--- src/sv/qebd_pkg.sv ---
// Shared types and constants of the quadrant edge blockage detector.
`default_nettype none

package qebd_pkg;

	localparam int CfgDimW  = 12;
	localparam int CountW   = 21;
	localparam int PartW    = 3;
	localparam int PixelW   = 8;
	localparam int NumQuad  = 4;
	localparam int QuadIdxW = 2;
	localparam int MaskW    = 4;
	localparam int RegAddrW = 2;
	localparam int ApbAddrW = RegAddrW + 2;
	localparam int ApbDataW = 32;

	localparam int DefMaxWidth  = 2048;
	localparam int DefMaxHeight = 2048;

	localparam logic [CfgDimW-1:0] RstFrameWidth       = CfgDimW'(640);
	localparam logic [CfgDimW-1:0] RstFrameHeight      = CfgDimW'(360);
	localparam logic [CountW-1:0]  RstUnblockThreshold = '0;
	localparam logic [PartW-1:0]   RstPartThreshold    = '0;

	localparam logic [CountW-1:0]  CountMax = '1;

	typedef enum logic [RegAddrW-1:0] {
		REG_FRAME_WIDTH       = 2'd0,
		REG_FRAME_HEIGHT      = 2'd1,
		REG_UNBLOCK_THRESHOLD = 2'd2,
		REG_PART_THRESHOLD    = 2'd3
	} reg_addr_t;

	// Where the pixel under work sits in the frame.
	typedef struct packed {
		logic                in_area;
		logic [QuadIdxW-1:0] quad_idx;
		logic                frame_end;
	} pos_info_t;

	typedef logic [NumQuad-1:0][CountW-1:0] count_vec_t;

	typedef struct packed {
		logic                camera_blocked;
		logic [PartW-1:0]    blocked_count;
		logic [MaskW-1:0]    quadrant_mask;
	} result_t;

endpackage

`default_nettype wire

--- src/sv/qebd_position.sv ---
// Column and row tracking of the pixel stream against the configured frame size.
`default_nettype none

module qebd_position import qebd_pkg::*; #(
	parameter int MAX_WIDTH  = DefMaxWidth,
	parameter int MAX_HEIGHT = DefMaxHeight
) (
	input  wire logic               clk,
	input  wire logic               arst_n,
	input  wire logic               advance,
	input  wire logic               start,
	input  wire logic [CfgDimW-1:0] frame_width,
	input  wire logic [CfgDimW-1:0] frame_height,
	output pos_info_t               info
);

	localparam int WDimW = ($clog2(MAX_WIDTH + 1) > CfgDimW) ? $clog2(MAX_WIDTH + 1) : CfgDimW;
	localparam int HDimW = ($clog2(MAX_HEIGHT + 1) > CfgDimW) ? $clog2(MAX_HEIGHT + 1) : CfgDimW;
	localparam int ColW  = $clog2(MAX_WIDTH);
	localparam int RowW  = $clog2(MAX_HEIGHT);

	logic [ColW-1:0]  col_q;
	logic [RowW-1:0]  row_q;
	logic [ColW-1:0]  col_cur;
	logic [RowW-1:0]  row_cur;
	logic [WDimW-1:0] w_raw, w_eff, hw, col_x;
	logic [HDimW-1:0] h_raw, h_eff, hh, row_x;
	logic             row_end;

	// Clamp the frame size to the supported range.
	always_comb begin
		w_raw = WDimW'(frame_width);
		h_raw = HDimW'(frame_height);
		if (w_raw < WDimW'(2)) begin
			w_eff = WDimW'(2);
		end else if (w_raw > WDimW'(MAX_WIDTH)) begin
			w_eff = WDimW'(MAX_WIDTH);
		end else begin
			w_eff = w_raw;
		end
		if (h_raw < HDimW'(2)) begin
			h_eff = HDimW'(2);
		end else if (h_raw > HDimW'(MAX_HEIGHT)) begin
			h_eff = HDimW'(MAX_HEIGHT);
		end else begin
			h_eff = h_raw;
		end
		hw = w_eff >> 1;
		hh = h_eff >> 1;
	end

	always_comb begin
		col_cur = start ? '0 : col_q;
		row_cur = start ? '0 : row_q;
		col_x   = WDimW'(col_cur);
		row_x   = HDimW'(row_cur);
		info.in_area   = (col_x < {w_eff[WDimW-1:1], 1'b0}) &&
			(row_x < {h_eff[HDimW-1:1], 1'b0});
		info.quad_idx  = {col_x >= hw, row_x >= hh};
		row_end        = col_x >= (w_eff - WDimW'(1));
		info.frame_end = row_end && (row_x >= (h_eff - HDimW'(1)));
	end

	always_ff @(posedge clk or negedge arst_n) begin
		if (!arst_n) begin
			col_q <= '0;
			row_q <= '0;
		end else if (advance) begin
			if (info.frame_end) begin
				col_q <= '0;
				row_q <= '0;
			end else if (row_end) begin
				col_q <= '0;
				row_q <= row_cur + RowW'(1);
			end else begin
				col_q <= col_cur + ColW'(1);
				row_q <= row_cur;
			end
		end
	end

endmodule

`default_nettype wire

--- src/sv/qebd_counters.sv ---
// Four saturating edge-pixel counters, one per quadrant.
`default_nettype none

module qebd_counters import qebd_pkg::*; (
	input  wire logic                clk,
	input  wire logic                arst_n,
	input  wire logic                advance,
	input  wire logic                start,
	input  wire logic                hit,
	input  wire logic [QuadIdxW-1:0] quad_idx,
	input  wire logic                frame_end,
	output count_vec_t               count_next
);

	count_vec_t count_q;

	always_comb begin
		logic [CountW-1:0] base;
		for (int i = 0; i < NumQuad; i++) begin
			base = start ? '0 : count_q[i];
			if (hit && (quad_idx == QuadIdxW'(i)) && (base != CountMax)) begin
				count_next[i] = base + CountW'(1);
			end else begin
				count_next[i] = base;
			end
		end
	end

	// Clear after the frame's last pixel so the next pixel opens a new frame.
	always_ff @(posedge clk or negedge arst_n) begin
		if (!arst_n) begin
			count_q <= '0;
		end else if (advance) begin
			count_q <= frame_end ? '0 : count_next;
		end
	end

endmodule

`default_nettype wire

--- src/sv/qebd_judge.sv ---
// Threshold compare of the quadrant counts and the camera blocked decision.
`default_nettype none

module qebd_judge import qebd_pkg::*; (
	input  wire count_vec_t         counts,
	input  wire logic [CountW-1:0]  unblock_threshold,
	input  wire logic [PartW-1:0]   part_threshold,
	output result_t                 result
);

	always_comb begin
		logic [PartW-1:0] n;
		n = '0;
		for (int i = 0; i < NumQuad; i++) begin
			result.quadrant_mask[i] = counts[i] < unblock_threshold;
			n = n + PartW'(result.quadrant_mask[i]);
		end
		result.blocked_count  = n;
		result.camera_blocked = n > part_threshold;
	end

endmodule

`default_nettype wire

--- src/sv/quadrant_edge_blockage_detector_unit.sv ---
// Top level of the quadrant edge blockage detector.
//
// Takes one edge-map pixel per transfer in raster order, tracks column and row
// against frame_width x frame_height (clamped to 2..MAX_WIDTH / 2..MAX_HEIGHT)
// and counts nonzero pixels per quadrant; an odd last column or row belongs to
// no quadrant. A pixel with s_tuser set opens a new frame. On the frame's last
// pixel one result leaves on the master side: m_tdata holds the blocked
// quadrant mask (count below unblock_threshold), the number of blocked
// quadrants and the camera blocked flag (that number above part_threshold).
// Other pixels give no output. Rate: one pixel per clock while input is not
// held back (see below); position and counters update in stage s1. m_tvalid
// rises once the frame's last pixel has left the s1 register and its result
// has been loaded into the result register. Input is held back only while a
// finished result waits untaken and the pixel held in s1 ends a frame
// too. Counts saturate at 2^21-1. Registers sit at byte addresses 0, 4, 8, 12
// in list order; write them only while no frame is in flight.
`default_nettype none

module quadrant_edge_blockage_detector_unit import qebd_pkg::*; #(
	parameter int MAX_WIDTH  = DefMaxWidth,
	parameter int MAX_HEIGHT = DefMaxHeight
) (
	input  wire logic                clk,
	input  wire logic                arst_n,
	// slave side
	input  wire logic                s_tvalid,
	output logic                     s_tready,
	input  wire logic [PixelW-1:0]   s_tdata,   // [7:0] edge_pixel
	input  wire logic                s_tuser,   // [0] frame_start
	// master side
	output logic                     m_tvalid,
	input  wire logic                m_tready,
	output logic [7:0]               m_tdata,   // [3:0] quadrant_mask, [6:4] blocked_count,
	                                            // [7] camera_blocked
	// configuration
	input  wire logic                psel,
	input  wire logic                penable,
	input  wire logic                pwrite,
	input  wire logic [ApbAddrW-1:0] paddr,
	input  wire logic [ApbDataW-1:0] pwdata,
	output logic [ApbDataW-1:0]      prdata,
	output logic                     pready
);

	// Configuration registers.
	logic [CfgDimW-1:0] frame_width_q;
	logic [CfgDimW-1:0] frame_height_q;
	logic [CountW-1:0]  unblock_threshold_q;
	logic [PartW-1:0]   part_threshold_q;
	reg_addr_t          reg_sel;
	logic               cfg_write;

	// Stage s1: the accepted pixel.
	logic              valid_s1;
	logic [PixelW-1:0] pixel_s1;
	logic              start_s1;
	logic              advance;
	logic              s_accept;

	// Result register.
	logic    m_valid_q;
	result_t result_q;

	pos_info_t  info;
	count_vec_t count_next;
	result_t    result;

	assign pready    = 1'b1;
	assign reg_sel   = reg_addr_t'(paddr[ApbAddrW-1:2]);
	assign cfg_write = psel && penable && pwrite && pready;

	always_ff @(posedge clk or negedge arst_n) begin
		if (!arst_n) begin
			frame_width_q       <= RstFrameWidth;
			frame_height_q      <= RstFrameHeight;
			unblock_threshold_q <= RstUnblockThreshold;
			part_threshold_q    <= RstPartThreshold;
		end else if (cfg_write) begin
			unique case (reg_sel)
				REG_FRAME_WIDTH:       frame_width_q       <= pwdata[CfgDimW-1:0];
				REG_FRAME_HEIGHT:      frame_height_q      <= pwdata[CfgDimW-1:0];
				REG_UNBLOCK_THRESHOLD: unblock_threshold_q <= pwdata[CountW-1:0];
				REG_PART_THRESHOLD:    part_threshold_q    <= pwdata[PartW-1:0];
				default: ;
			endcase
		end
	end

	always_comb begin
		unique case (reg_sel)
			REG_FRAME_WIDTH:       prdata = ApbDataW'(frame_width_q);
			REG_FRAME_HEIGHT:      prdata = ApbDataW'(frame_height_q);
			REG_UNBLOCK_THRESHOLD: prdata = ApbDataW'(unblock_threshold_q);
			REG_PART_THRESHOLD:    prdata = ApbDataW'(part_threshold_q);
			default:               prdata = '0;
		endcase
	end

	// Advance s1 unless it ends a frame and the result register is full and not taken.
	assign advance  = valid_s1 && (!info.frame_end || !m_valid_q || m_tready);
	assign s_tready = !valid_s1 || advance;
	assign s_accept = s_tvalid && s_tready;

	always_ff @(posedge clk or negedge arst_n) begin
		if (!arst_n) begin
			valid_s1 <= 1'b0;
		end else if (s_accept) begin
			valid_s1 <= 1'b1;
		end else if (advance) begin
			valid_s1 <= 1'b0;
		end
	end

	// Hold the payload until the next transfer.
	always_ff @(posedge clk) begin
		if (s_accept) begin
			pixel_s1 <= s_tdata;
			start_s1 <= s_tuser;
		end
	end

	qebd_position #(
		.MAX_WIDTH  (MAX_WIDTH),
		.MAX_HEIGHT (MAX_HEIGHT)
	) u_position (
		.clk          (clk),
		.arst_n       (arst_n),
		.advance      (advance),
		.start        (start_s1),
		.frame_width  (frame_width_q),
		.frame_height (frame_height_q),
		.info         (info)
	);

	qebd_counters u_counters (
		.clk        (clk),
		.arst_n     (arst_n),
		.advance    (advance),
		.start      (start_s1),
		.hit        ((pixel_s1 != '0) && info.in_area),
		.quad_idx   (info.quad_idx),
		.frame_end  (info.frame_end),
		.count_next (count_next)
	);

	qebd_judge u_judge (
		.counts            (count_next),
		.unblock_threshold (unblock_threshold_q),
		.part_threshold    (part_threshold_q),
		.result            (result)
	);

	// Load a result on a frame end, drop it once the sink takes it.
	always_ff @(posedge clk or negedge arst_n) begin
		if (!arst_n) begin
			m_valid_q <= 1'b0;
		end else if (advance && info.frame_end) begin
			m_valid_q <= 1'b1;
		end else if (m_tready) begin
			m_valid_q <= 1'b0;
		end
	end

	always_ff @(posedge clk) begin
		if (advance && info.frame_end) begin
			result_q <= result;
		end
	end

	assign m_tvalid = m_valid_q;
	assign m_tdata  = result_q;

endmodule

`default_nettype wire

--- config.mk ---
export PLATFORM = sky130hd
export DESIGN_NAME = quadrant_edge_blockage_detector_unit
export DESIGN_NICKNAME = d
export VERILOG_FILES = /design/src/sv/qebd_pkg.sv /design/src/sv/qebd_position.sv /design/src/sv/qebd_counters.sv /design/src/sv/qebd_judge.sv /design/src/sv/quadrant_edge_blockage_detector_unit.sv
export SDC_FILE = /design/constraint.sdc
export NUM_CORES = 1
export LEC_CHECK = 0
export CORE_MARGIN = 8
export CORE_UTILIZATION = 57
export CTS_BUF_LIST = sky130_fd_sc_hd__clkbuf_4 sky130_fd_sc_hd__clkbuf_8
export DETAILED_ROUTE_END_ITERATION = 10
export DONT_BUFFER_PORTS = 1
export MAX_ROUTING_LAYER = met4
export PLACE_DENSITY = 0.8
export SETUP_SLACK_MARGIN = 0.5
export SLEW_MARGIN = 10
export SYNTH_ARGS = -nofsm -noshare
export SYNTH_HDL_FRONTEND = slang
export SYNTH_SLANG_ARGS = --single-unit
export TNS_END_PERCENT = 100
--- constraint.sdc ---
create_clock -name clk -period 17.51 [get_ports clk]
set_input_delay 3.502 -clock clk [delete_from_list [all_inputs] [get_ports clk]]
set_output_delay 3.502 -clock clk [all_outputs]
set_load 0.01 [all_outputs]
* Word-level counts from Yosys, hierarchy flattened
Index checks and enable logic that the tools add are counted.
** Storage, ports and cells
- Bits in registers :: 173
- Latch bits :: 0
- Bits in writable memories :: 0
- ROM bits :: 0
- Input bits :: 52
- Word-level logic and storage cells :: 108
- Memories :: 0
** Operators by class
- $add $sub $neg :: 11
- $mul :: 0
- Div/mod/pow operators :: 0
- Order comparisons :: 15
- Equal/unequal tests :: 10
- Shifts and indexed selects :: 0
- Mux-type cells :: 24
- Bitwise gates (word level) :: 0
- Reductions and logical operators :: 31
** Operators with widths (count)
- two-way mux 21 bit :: 8
- case mux 32 bit (4 select lines) :: 1
- adder 21 x 1 -> 21 bit (second input constant) :: 4
- less-than comparator 21 bit :: 4
- two-way mux 84 bit :: 1
- inequality test 21 bit (second input constant) :: 4
- two-way mux 11 bit :: 6
- two-way mux 12 bit :: 4
- greater-or-equal comparator 11 x 12 -> 1 bit :: 2
- greater-than comparator 12 bit (second input constant) :: 2
- less-than comparator 11 x 12 -> 1 bit :: 2
- less-than comparator 12 x 2 -> 1 bit (second input constant) :: 2
- subtractor 12 x 1 -> 12 bit (second input constant) :: 2
- adder 11 x 1 -> 11 bit (second input constant) :: 2
- greater-or-equal comparator 11 bit :: 2
- logical AND 1 bit :: 16
- equality test 2 bit (second input constant) :: 4
- AND reduction 2 bit :: 4
- nonzero test 8 bit :: 1
- adder 3 x 1 -> 3 bit :: 2
- equality test 2 x 1 -> 1 bit (second input constant) :: 2
- zero test 2 bit :: 2
- two-way mux 1 bit :: 4
- nonzero test 2 bit :: 2
- other kinds (4) :: 8

* Longest topological paths before layout
- Word-level depth :: 14
- Mapped depth :: 36

* Cells and area by module
From an unflattened synthesis, not the netlist that was laid out.
** Unflattened totals
- Cells, all modules :: 1689
- Area, all modules :: 15108.2 µm²
** Modules (own cells, without submodules)
- qebd_counters :: instances 1, cells each 836, area an instance 6945.4 µm²
- qebd_position :: instances 1, cells each 420, area an instance 3339.5 µm²
- quadrant_edge_blockage_detector_unit :: instances 1, cells each 196, area an instance 2936.6 µm²
- qebd_judge :: instances 1, cells each 237, area an instance 1886.8 µm²

* Least setup slack after synthesis
Ideal clock, no wire load.
- Kind :: input-to-output
- Start point :: input port paddr[3]
- End point :: output port prdata[10]
- Arrival time :: 4620 ps
- Required time :: 14008 ps
- Slack :: 9388 ps
- Stages on the path :: 4
- Buffers on the path :: 2
- Cell sequence :: clkbuf_1 buf_1 mux2i_1 o21ai_0
** Between the ends
- Word-level cells in the longest chain between the ends :: 2
- Elaborated cells between the ends (all ways) :: 5
- Classes of those cells :: eq/ne (3); mux (1); reduce/logical (1)
** RTL lines
- start: declaration :: RTL line quadrant_edge_blockage_detector_unit.sv:39 : input wire logic [ApbAddrW-1:0] paddr,
- equality test 2 bit, or another cell as far along :: RTL line quadrant_edge_blockage_detector_unit.sv:90 : unique case (reg_sel)
- case mux 32 bit (4 select lines) (*) :: RTL line quadrant_edge_blockage_detector_unit.sv:90
- end: declaration :: RTL line quadrant_edge_blockage_detector_unit.sv:41 : output logic [ApbDataW-1:0] prdata,
Mark *: on every way between the ends. The rest lies on a longest branch, timed or not. The select of a mux whose other input is x is not followed.

* Worst setup path after layout
- Start point :: register frame_height_q[4]
- End point :: output port s_tready
** Between the ends
- Word-level cells in the longest chain between the ends :: 11
- Elaborated cells between the ends (all ways) :: 12
- Classes of those cells :: add/sub (1); order compare (3); mux (2); reduce/logical (6)
** RTL lines
- start: declaration :: RTL line quadrant_edge_blockage_detector_unit.sv:47 : logic [CfgDimW-1:0] frame_height_q;
- start signal: assignment :: RTL line quadrant_edge_blockage_detector_unit.sv:75 : frame_height_q <= RstFrameHeight;
- start signal: assignment :: RTL line quadrant_edge_blockage_detector_unit.sv:81 : REG_FRAME_HEIGHT: frame_height_q <= pwdata[CfgDimW-1:0];
- greater-than comparator 12 bit :: RTL line qebd_position.sv:43 : end else if (h_raw > HDimW'(MAX_HEIGHT)) begin
- two-way mux 12 bit :: RTL line qebd_position.sv:43
- two-way mux 12 bit (*) :: RTL line qebd_position.sv:41 : if (h_raw < HDimW'(2)) begin
- subtractor 12 x 1 -> 12 bit (*) :: RTL line qebd_position.sv:61 : info.frame_end = row_end && (row_x >= (h_eff - HDimW'(1)));
- greater-or-equal comparator 11 x 12 -> 1 bit (*) :: RTL line qebd_position.sv:61
- logical AND 1 bit (*) :: RTL line qebd_position.sv:61
- zero test 1 bit (*) :: RTL line quadrant_edge_blockage_detector_unit.sv:100 : assign advance = valid_s1 && (!info.frame_end || !m_valid_q || m_tready);
- logical OR 1 bit (*) (2 in a row) :: RTL line quadrant_edge_blockage_detector_unit.sv:100
- logical AND 1 bit (*) :: RTL line quadrant_edge_blockage_detector_unit.sv:100
- logical OR 1 bit (*) :: RTL line quadrant_edge_blockage_detector_unit.sv:101 : assign s_tready = !valid_s1 || advance;
- end: declaration :: RTL line quadrant_edge_blockage_detector_unit.sv:27 : output logic s_tready,
Mark *: on every way between the ends. The rest lies on a longest branch, timed or not.

==> metrics.yaml <==
outcome:
  status: "completed"
detailed_routing:
  wire_per_inst_um: 20.3
  routed_wl_um: 39100
  drc: 0
  vias_per_cell: 6.51
  vias: 12500
  first_pass_iters: 5
  drtIter0Drc: 1367
  ant_nets: 0
timing:
  setup_ws_ns: 9.12
  relSlewSlack_pct: 20.1
  worst_pin_slew_ns: 1.18
  fmax_mhz: 119
  timing.final.crit_share_pct: 47.9
  clock_skew_ns: 0.0198
  fin_crit_ns: 8.39
  rsz0062_at_grt: "false"
  hold_viol: 0
  setup_violations: 0
  report.final.slew_viol_count: 0
  final.setup.tns_ns: 0
pwr:
  p_switching_mw: 0.469
  powerDensity_nw_per_um2: 80.5
  p_leak_nw: 6.60
  p_sw_share_pct: 39.5
  power_frac_seq_pct: 41.1
  vdd_drop_max_uv: 51.1
  p_clk_share_pct: 25.0
  internal-power_mw: 0.718
  comb_power_share_pct: 33.9
global_route:
  grt_pass1_wl_um: 63100
  grt_usage_pct: 26.3
  grt_max_degree: 157
  grt_overflow: 0
  antenna_found_initial: 0
  grt_pass1_vias: 12200
setup_path:
  cp_max_fo: 9
  worstPathRequired_ns: 14.01
  reg2reg_depth: 30
  critPathKind: "flip-flop to output port"
  worstSetupStartpointType: "flip-flop"
  worstPathArrival_ns: 4.89
  r2r_setup_slack_ns: 9.24
  r2r_start: "start_s1$_DFFE_PP_"
  endpoint_kind: "output port"
  rr_endpoint: "m_tdata[7]$_DFFE_PP_"
clocking:
  cts_hold_buf: 0
  clkSinkCount: 173
  ctsResizeCount: 0
  cts.clk_slew.worst_paths_ns: 0.10
  root_buffer: "clkbuf_8"
  clk_path_buf_depth: 2
  clock_latency_ns: 0.49
  h-tree-depth: 4
  post_cts_buffers: 0
  cts_tree: "built"
  cts_buffers: 17
die:
  rows: 57
  die_area_um2: 30100
  core_area_um2: 24300
  io_pins: 95
  die_y_um: 173
  start_util_pct: 58.0
  die_width_um: 173
min_path:
  holdPathEnd: "u_position.col_q[10]$_DFFE_PN0P_"
  hold_depth: 2
  hp-start: "u_position.col_q[10]$_DFFE_PN0P_"
  hold_path_class: "flip-flop to flip-flop"
cells_and_area:
  nNetsFinal: 1799
  fin_cells: 1928
  multi_input_area_um2: 9100
  seqCellArea_um2: 4420
  layout-drive-gt1-share_pct: 7.11
  fillers: 2070
  insertedDiodeCount: 0
  area_growth_pct: 4.47
synth:
  synth_area_per_cell_um2: 8.67
  yosysWarnings: 0
  synth-edff-count: 17
  async_reset_ff_share_pct: 90.2
  synth_seq_area_share_pct: 31.3
  synth_cells: 1627
  synth_cell_types: 78
  synth_area_um2: 14100
  ys_ff_latch: 173
  synth_flop_cell: "dfrtp_1"
flow_run:
  maxCapViolations: 0
place:
  dp_hpwl_um: 27800
  dp.cells: 1896
  place.port_buffers: 0
  gp_congestion: 0.953
  post-place-ws_ns: 9.40
## cell usage after synthesis (18+ instances only)
cell | n | area share, %
nand2_1 | 174 | 4.6
ha_1 | 155 | 14
dfrtp_1 | 150 | 27
o21ai_0 | 138 | 4.9
a21oi_1 | 99 | 3.5
nor2_1 | 86 | 2.3
inv_1 | 74 | 2.0
xnor2_1 | 69 | 4.3
nand4_1 | 63 | 2.8
nor2b_1 | 57 | 2.5
clkbuf_1 | 47 | 1.3
nand3_1 | 44 | 1.6
a21o_1 | 38 | 2.0
o31ai_1 | 32 | 1.7
mux2_2 | 29 | 2.3
nor3_1 | 27 | 0.96
and3_1 | 22 | 0.98
nand2b_1 | 20 | 0.89
and2_1 | 19 | 0.84
xor2_1 | 19 | 1.2
or3_1 | 18 | 0.80
## area by class of cell
| cell class | count | area share, % |
|---|---|---|
| repair buffers | 18 | 0.917 |
| well taps | 324 | 2.75 |
| clock buffers | 20 | 1.78 |
| inverters | 75 | 1.91 |
| multi-input cells | 1306 | 61.7 |
| clock inverters | 12 | 0.933 |
| flip-flops and latches | 173 | 30.0 |
## power by group through the flow
| stage | Sequential (mW) | Clock, mW | Combinational [mW] |
|---|---|---|---|
| floorplan | 0.475 | 0 | 0.298 |
| global placement | 0.491 | 0 | 0.378 |
| detailed placement | 0.493 | 0 | 0.393 |
| CTS | 0.485 | 0.298 | 0.396 |
| global route | 0.491 | 0.315 | 0.442 |
| finish | 0.488 | 0.297 | 0.403 |
## cell families (layout without fill, tap and decap cells)
group                    Yosys count  in the layout  synth area share (%)
AND/OR/NAND/NOR                  593            593                  22.6
AO/OA/AOI/OAI                    416            416                  18.4
flip-flops                       173            173                  31.3
buffers and inverters            158            125                  4.81
adder cells (fa/ha/maj)          156            156                  13.9
XOR/XNOR                          88             88                  5.46
multiplexers                      41             41                  3.43
other                              2             12                0.0532
## worst max-delay path, cell delays in order, from the launching register on
cell and delay, ns:
dfrtp_1 0.49, nor4_4 0.40, nand2_1 0.15, o311ai_0 0.63, ha_1 0.44, nand4_1 0.15, xnor2_1 0.16, ha_1 0.30
a22oi_1 0.10, and3_1 0.15, o21ai_1 0.08, a41oi_1 0.12, buf_4 0.20, nor3_1 0.68, nand3_1 0.35
## flip-flops by register name, summed over array words and instances, names as in the netlist
name	count
start_s1	1
frame_width_q	12
u_position.row_q	11
u_position.col_q	11
m_tvalid	1
frame_height_q	12
unblock_threshold_q	21
part_threshold_q	3
pixel_s1	8
m_tdata	8
valid_s1	1
u_counters.count_q	84
## cell usage in the layout, fill, tap and decap left out, drive strengths merged, types with 38 or more instances in the layout
cell type,n
nand2,175
nand4,64
ha,155
a21oi,99
nor2,86
nand3,44
xnor2,69
dfrtp,150
nor2b,57
a21o,38
o21ai,143
inv,76
## worst max-delay path by stage
stage	start	end	slack, ns	cells past startpoint
floorplan	paddr[3]	prdata[10]	9.39	4
global placement	start_s1$_DFFE_PP_	m_tdata[7]$_DFFE_PP_	9.53	30
detailed placement	start_s1$_DFFE_PP_	m_tdata[7]$_DFFE_PP_	9.40	30
CTS	frame_height_q[4]$_DFFE_PN0P_	s_tready	9.14	14
global route	frame_height_q[4]$_DFFE_PN0P_	s_tready	8.58	14
finish	frame_height_q[4]$_DFFE_PN0P_	s_tready	9.12	14
## layer usage
layer / vias up / track usage [%] / wire length [um]
met5: - / - / 0
met4: 0 / 11.4 / 1390
met3: 91 / 4.18 / 2870
met2: 559 / 42.2 / 18500
met1: 6040 / 32.4 / 16400
li1: 5859 / - / -
## stage by stage
step | power (mW) | hold slack, ns | area (um2) | utilization, %
6_report | 1.19 | 0.482 | 14700 | 60.6
5_1_grt | 1.25 | 0.492 | 14700 | 60.6
4_1_cts | 1.18 | 0.477 | 14700 | 60.6
3_5_place_dp | 0.886 | 0.460 | 14300 | 59.0
3_3_place_gp | 0.869 | 0.456 | 14300 | 59.0
2_1_floorplan | 0.773 | 0.441 | 14200 | -
Power figures use the tool's default switching activity.
